`src/design/spq_pkg.sv`:
```
// Shared types and constants for the sorted priority queue.
// Depends on nothing; every other file imports it.
`default_nettype none

package spq_pkg;

  localparam int unsigned QUEUE_DEPTH = 16;
  localparam int unsigned DATA_W      = 32;
  localparam int unsigned IDX_W       = (QUEUE_DEPTH > 1) ? $clog2(QUEUE_DEPTH) : 1;
  localparam int unsigned CNT_W       = $clog2(QUEUE_DEPTH + 1);
  localparam int unsigned OCC_W       = 5;
  localparam int unsigned MODE_W      = 2;
  localparam int unsigned STATUS_W    = 2;

  localparam logic [MODE_W-1:0] MODE_INSERT = 2'd0;
  localparam logic [MODE_W-1:0] MODE_REMOVE = 2'd1;
  localparam logic [MODE_W-1:0] MODE_CLEAR  = 2'd2;

  localparam logic [STATUS_W-1:0] STATUS_OK    = 2'd0;
  localparam logic [STATUS_W-1:0] STATUS_EMPTY = 2'd1;
  localparam logic [STATUS_W-1:0] STATUS_FULL  = 2'd2;

  typedef logic signed [DATA_W-1:0] data_t;

  // Broadcast to every cell in the row.
  typedef struct packed {
    logic  ins;    // place value at its sorted position, shift smaller ones down
    logic  rem;    // shift everything one toward the head
    data_t value;
  } cell_ctl_t;

endpackage

`default_nettype wire

```
`src/design/spq_cell.sv`:
```
// One slot of the sorted row: holds a value and trades with its neighbors.
// Depends on spq_pkg.
`default_nettype none

module spq_cell import spq_pkg::*; (
  input  wire logic      clk,
  input  wire cell_ctl_t ctl,
  input  wire logic      occ,
  input  wire data_t     left_val,
  input  wire logic      left_belongs,
  input  wire data_t     right_val,
  output data_t          slot_val,
  output data_t          slot_nxt,
  output logic           belongs
);

  data_t slot_r;

  // New value sits at or ahead of this slot.
  assign belongs = !occ || (ctl.value > slot_r);

  always_comb begin
    slot_nxt = slot_r;
    if (ctl.ins) begin
      if (left_belongs) begin
        slot_nxt = left_val;
      end else if (belongs) begin
        slot_nxt = ctl.value;
      end
    end else if (ctl.rem) begin
      slot_nxt = right_val;
    end
  end

  always_ff @(posedge clk) begin
    slot_r <= slot_nxt;
  end

  assign slot_val = slot_r;

endmodule

`default_nettype wire

```
`config.mk`:
```
export PLATFORM = sky130hd
export DESIGN_NAME = spq_cell
export DESIGN_NICKNAME = d
export VERILOG_FILES = /design/src/design/spq_pkg.sv /design/src/design/spq_cell.sv
export SDC_FILE = /design/constraint.sdc
export NUM_CORES = 1
export LEC_CHECK = 0
export ABC_AREA = 1
export BUFFER_PORTS_ARGS = -buffer_cell sky130_fd_sc_hd__buf_2
export CORE_MARGIN = 3
export CORE_UTILIZATION = 42
export DETAILED_ROUTE_END_ITERATION = 10
export PLACE_DENSITY = 0.73
export SLEW_MARGIN = 15
export SYNTH_ARGS = -nofsm -noshare
export SYNTH_HDL_FRONTEND = slang
export SYNTH_SLANG_ARGS = --single-unit
```
`constraint.sdc`:
```
create_clock -name clk -period 2.1 [get_ports clk]
set_input_delay 0.105 -clock clk [delete_from_list [all_inputs] [get_ports clk]]
set_output_delay 0.105 -clock clk [all_outputs]
set_load 0.05 [all_outputs]
```
# Word-level counts from Yosys, hierarchy flattened

Cells that the tools add are included.

Output and inout port bits: 65
Word-level logic and storage cells: 8
Flip-flop bits (word level): 32
Input bits: 101

Muxes and demuxes: 4
Reduce and logical (&&, ||, !) cells: 2
Order comparisons: 1

Operator list:

| cell                           | count |
|---|---|
| 32-bit two-way mux             | 4 |
| 32-bit greater-than comparator | 1 |
| 1-bit logical NOT              | 1 |
| 1-bit logical OR               | 1 |

# Longest topological paths before layout

Depth after elaboration: 5
Mapped depth: 22
Depth with buffers taken out: 21

# Worst setup path before layout

No wires, ideal clock.

Kind: register -> register
Start point: register slot_r[31] (netlist: slot_val[31])
End point: register slot_r[22] (netlist: slot_val[22])
Setup time: 0.259 ns
Arrival time: 2.497 ns
Stages on the path, launching flop included: 17
Period minus slack after synthesis: 2.756 ns
Buffers on the path: 1
Data required time: 1.841 ns
Setup slack: -0.656 ns
Cell sequence: dfxtp_1 inv_1 ha_1 a21oi_1 o21a_1 nand2_1 a21oi_1 nand2_1 nand2_1 nand2_2 nand2_4 nand2_8 buf_12 nand2_2 nand3_2 nand2_1 nand2_1

Cells in the longest elaborated chain, start to end: 5

RTL lines:

| element                        | line           | text |
|---|---|---|
| start: declaration             | spq_cell.sv:17 | `data_t slot_r;` |
| start signal: assignment       | spq_cell.sv:36 | `slot_r <= slot_nxt;` |
| 32-bit greater-than comparator | spq_cell.sv:20 | `assign belongs = !occ \|\| (ctl.value > slot_r);` |
| 1-bit logical OR               | spq_cell.sv:20 |  |
| via belongs                    | spq_cell.sv:14 | `output logic belongs` |
| 32-bit two-way mux             | spq_cell.sv:27 | `end else if (belongs) begin` |
| 32-bit two-way mux             | spq_cell.sv:25 | `if (left_belongs) begin` |
| 32-bit two-way mux             | spq_cell.sv:24 | `if (ctl.ins) begin` |
| via slot_nxt[22]               | spq_cell.sv:13 | `output data_t slot_nxt,` |

The timed path passes the listed nets, and every way through them passes these cells.

# Worst setup path in the final report

Start point: register slot_r[25] (netlist: slot_val[25])
End point: output port slot_nxt[23]

Cells in the longest elaborated chain, start to end: 5

RTL lines:

| element                        | line |
|---|---|
| 32-bit greater-than comparator | spq_cell.sv:20 |
| 1-bit logical OR               | spq_cell.sv:20 |
| 32-bit two-way mux             | spq_cell.sv:27 |
| 32-bit two-way mux             | spq_cell.sv:25 |
| 32-bit two-way mux             | spq_cell.sv:24 |
| end: declaration               | spq_cell.sv:13 |

Every way passes these cells.

==> flow_metrics.tcl <==
set metrics [dict create \
    status "finished with violations" \
    failed_checks "negative setup slack" \
    nets 870 \
    start_kind "flop" \
    area_growth_pct 83.7 \
    ant_nets 0 \
    min_period_ps 2610 \
    rsz0062_at_grt "yes" \
    synthesis.nets 632 \
    worst-path-buf-inv 3 \
    hold_violations 0 \
    dr.pass1.iters 5 \
    cts_made_buffers 5 \
    grt_antenna_before_repair 0 \
    fmax_ghz 0.384 \
    vias_per_cell 5.13 \
    leakagePower_nw 3.00 \
    grt_pass1_wl_mm 19.0 \
    cpMaxStageDelayCell "dfxtp_4" \
    io_buffers 165 \
    synth_area_leader_cell "dfxtp_1" \
    crit_family "simple AND/OR/NAND/NOR gates" \
    place.gp.congestion 0.822 \
    timing.slew.headroom 0.197 \
    p_switching_mw 1.86 \
    placementRows 31 \
    crit_top_cell "nand2_2" \
    syn_inst 499 \
    slowest_delay_ps 350 \
    largest_reg_flops 32 \
    worstPathCellList "inv_2, ha_4, a21oi_1, o21ai_1, nand2_1, nand2_2, a21oi_2, nand2_1, nand2_1, nand2_2, nand2_4, nand2_8, buf_12, nand2_2, nand3_2, nand2_2, nand2_4, buf_6" \
    cts_sinks 32 \
    synth_edf_count 0 \
    die-area_um2 8970 \
    placed_cell_area_um2 5330 \
    synth_common_cells "nand2_1, nor2_1, a21oi_1, inv_1, nand3_1" \
    remaining_drc_errors 0 \
    insertion_delay_ps 280 \
    grt_overflow 0 \
    gr-usage-all-layers 0.260 \
    final_max_slew_viol_count 0 \
    wl_mm 12.5 \
    synth_top_area_share 0.194 \
    drt_iter0_markers 172 \
    root_buffer "clkbuf_8" \
    comb_power_share 0.675 \
    synthTopCellsByArea "dfxtp_1, ha_1, nand2_1" \
    start_util 0.444 \
    seq_area_frac_synth 0.194 \
    synth.most_common_cell "nand2_1" \
    hold_path.class "in2reg" \
    clkTransAtPathRegs_ps 70 \
    postSynthAreaPerCell_um2 6.63 \
    end_kind "output port" \
    crit_fanout 8 \
    setup_viol 65 \
    core_um2 7450 \
    die_h_um 94.7 \
    p_int_mw 2.00 \
    cts_tree "done" \
    sequentialPowerShare 0.200 \
    peakVddDrop_uv 402 \
    crit_type "reg2out" \
    h-tree-depth 2 \
    synthesis.area_um2 3310 \
    num-fill-cells 507 \
    sw_frac_of_total 0.482 \
    wl_per_cell_um 15.0 \
    powerDensity_nw_per_um2 634 \
    grt_pass1_vias 4274 \
    ys.warnings.count 0 \
    whs_ps 98.5 \
    cp.arrival_ps 2500 \
    clkPwrFrac 0.125 \
    place_hpwl_mm 8.67 \
    grt_max_degree 65 \
    ys_ff_latch 32 \
    cts_buffer_depth 2 \
    skew_ps 5.82 \
    die_width_um 94.7 \
    tightest_slew_ps 1200 \
    drive_gt1_frac 0.671 \
    synth_ff_type "dfxtp_1" \
    critPathRequiredTime_ps 2000 \
    design_area_um2 6070 \
    io_pins 166 \
    layout_worst_path_cycle_share 1.24 \
    cap_viol_max_count 0 \
    synthArstFlopShare 0 \
    vias 4292 \
    setup_ws_ps -507 \
    insertedDiodeCount 0 \
    ys_types 28 \
]
[final cells by class]
cell class	count	area (um^2)	share of cell area
repair buffers	260	1960	0.323
clock buffers	7	76.3	0.0126
multi-input cells	395	2970	0.488
clock inverters	1	3.75	0.000618
inverters	43	186	0.0307
flip-flops and latches	32	758	0.125
well taps	99	124	0.0204
[layout by cell type (no fill, tap or decap), types with 3 or more instances in the layout]
cell and instances:
a21oi_1 37, a21oi_2 7, buf_12 5, buf_2 132, buf_4 78, buf_6 22, buf_8 21, clkbuf_8 5
dfxtp_4 31, ha_1 10, ha_4 21, inv_1 15, inv_2 17, inv_4 10, nand2_1 29, nand2_2 52
nand2_4 53, nand3_1 36, nand3_2 31, nand4_1 3, nor2_1 73, nor2_2 4, o21ai_0 33
[path summary, 6_finish.rpt]
kind,start,to,depth (start not counted),slack [ps]
worst max-delay path,slot_val[25],slot_nxt[23],18,-510
worst min register to register,slot_val[4],slot_val[4],4,650
worst min-delay path,right_val[31],slot_val[31],3,100
worst max register to register,slot_val[25],slot_val[15],20,-390
[worst min-delay path, delay by kind of cell]
kind,cells,cell delay [ps]
buf+inv,1,70
compound gates,1,70
simple gates,1,90
[power by group through the flow]
stage	registers [mW]	logic, mW	clock network [mW]
after floorplan	1.07	1.27	0
after CTS	0.765	2.37	0.496
after global routing	0.779	2.77	0.524
final	0.770	2.60	0.482
after global placement	0.770	2.16	0
after detailed placement	0.777	2.20	0
[cells by family (layout without fill, tap and decap cells)]
logic type      count (synthesis)  in the layout  synth area share
compound gates                 80             80             0.123
buf+inv                        72            311             0.136
simple gates                  283            283             0.427
fa+ha+maj                      32             32             0.121
flops                          32             32             0.194
[per-layer routing]
| layer | share of wire | GRT usage |
|---|---|---|
| met4 | 0.012 | 0.0889 |
| met1 | 0.39 | 0.299 |
| met2 | 0.53 | 0.484 |
| met3 | 0.060 | 0.0382 |
| met5 | 0 | 0 |
[per-stage QoR]
step,setup WS (ps),instances,total power [mW],TNS [ps],utilization
floorplan,-64.4,499,2.34,-1350,-
global placement,-223,813,2.93,-7420,0.716
detailed placement,-276,813,2.98,-9910,0.716
CTS,-489,826,3.64,-16540,0.766
global route,-686,837,4.07,-29520,0.816
finish,-507,837,3.85,-18790,0.816
[what timing repair did]
action	CTS	global route
setup buffers	6	9
gates resized for setup	81	62
cloned	0	2
setup endpoints to repair	65	65
hold buffers	0	0
pin swaps	0	16
No activity file was read; power rests on OpenSTA's default activity.
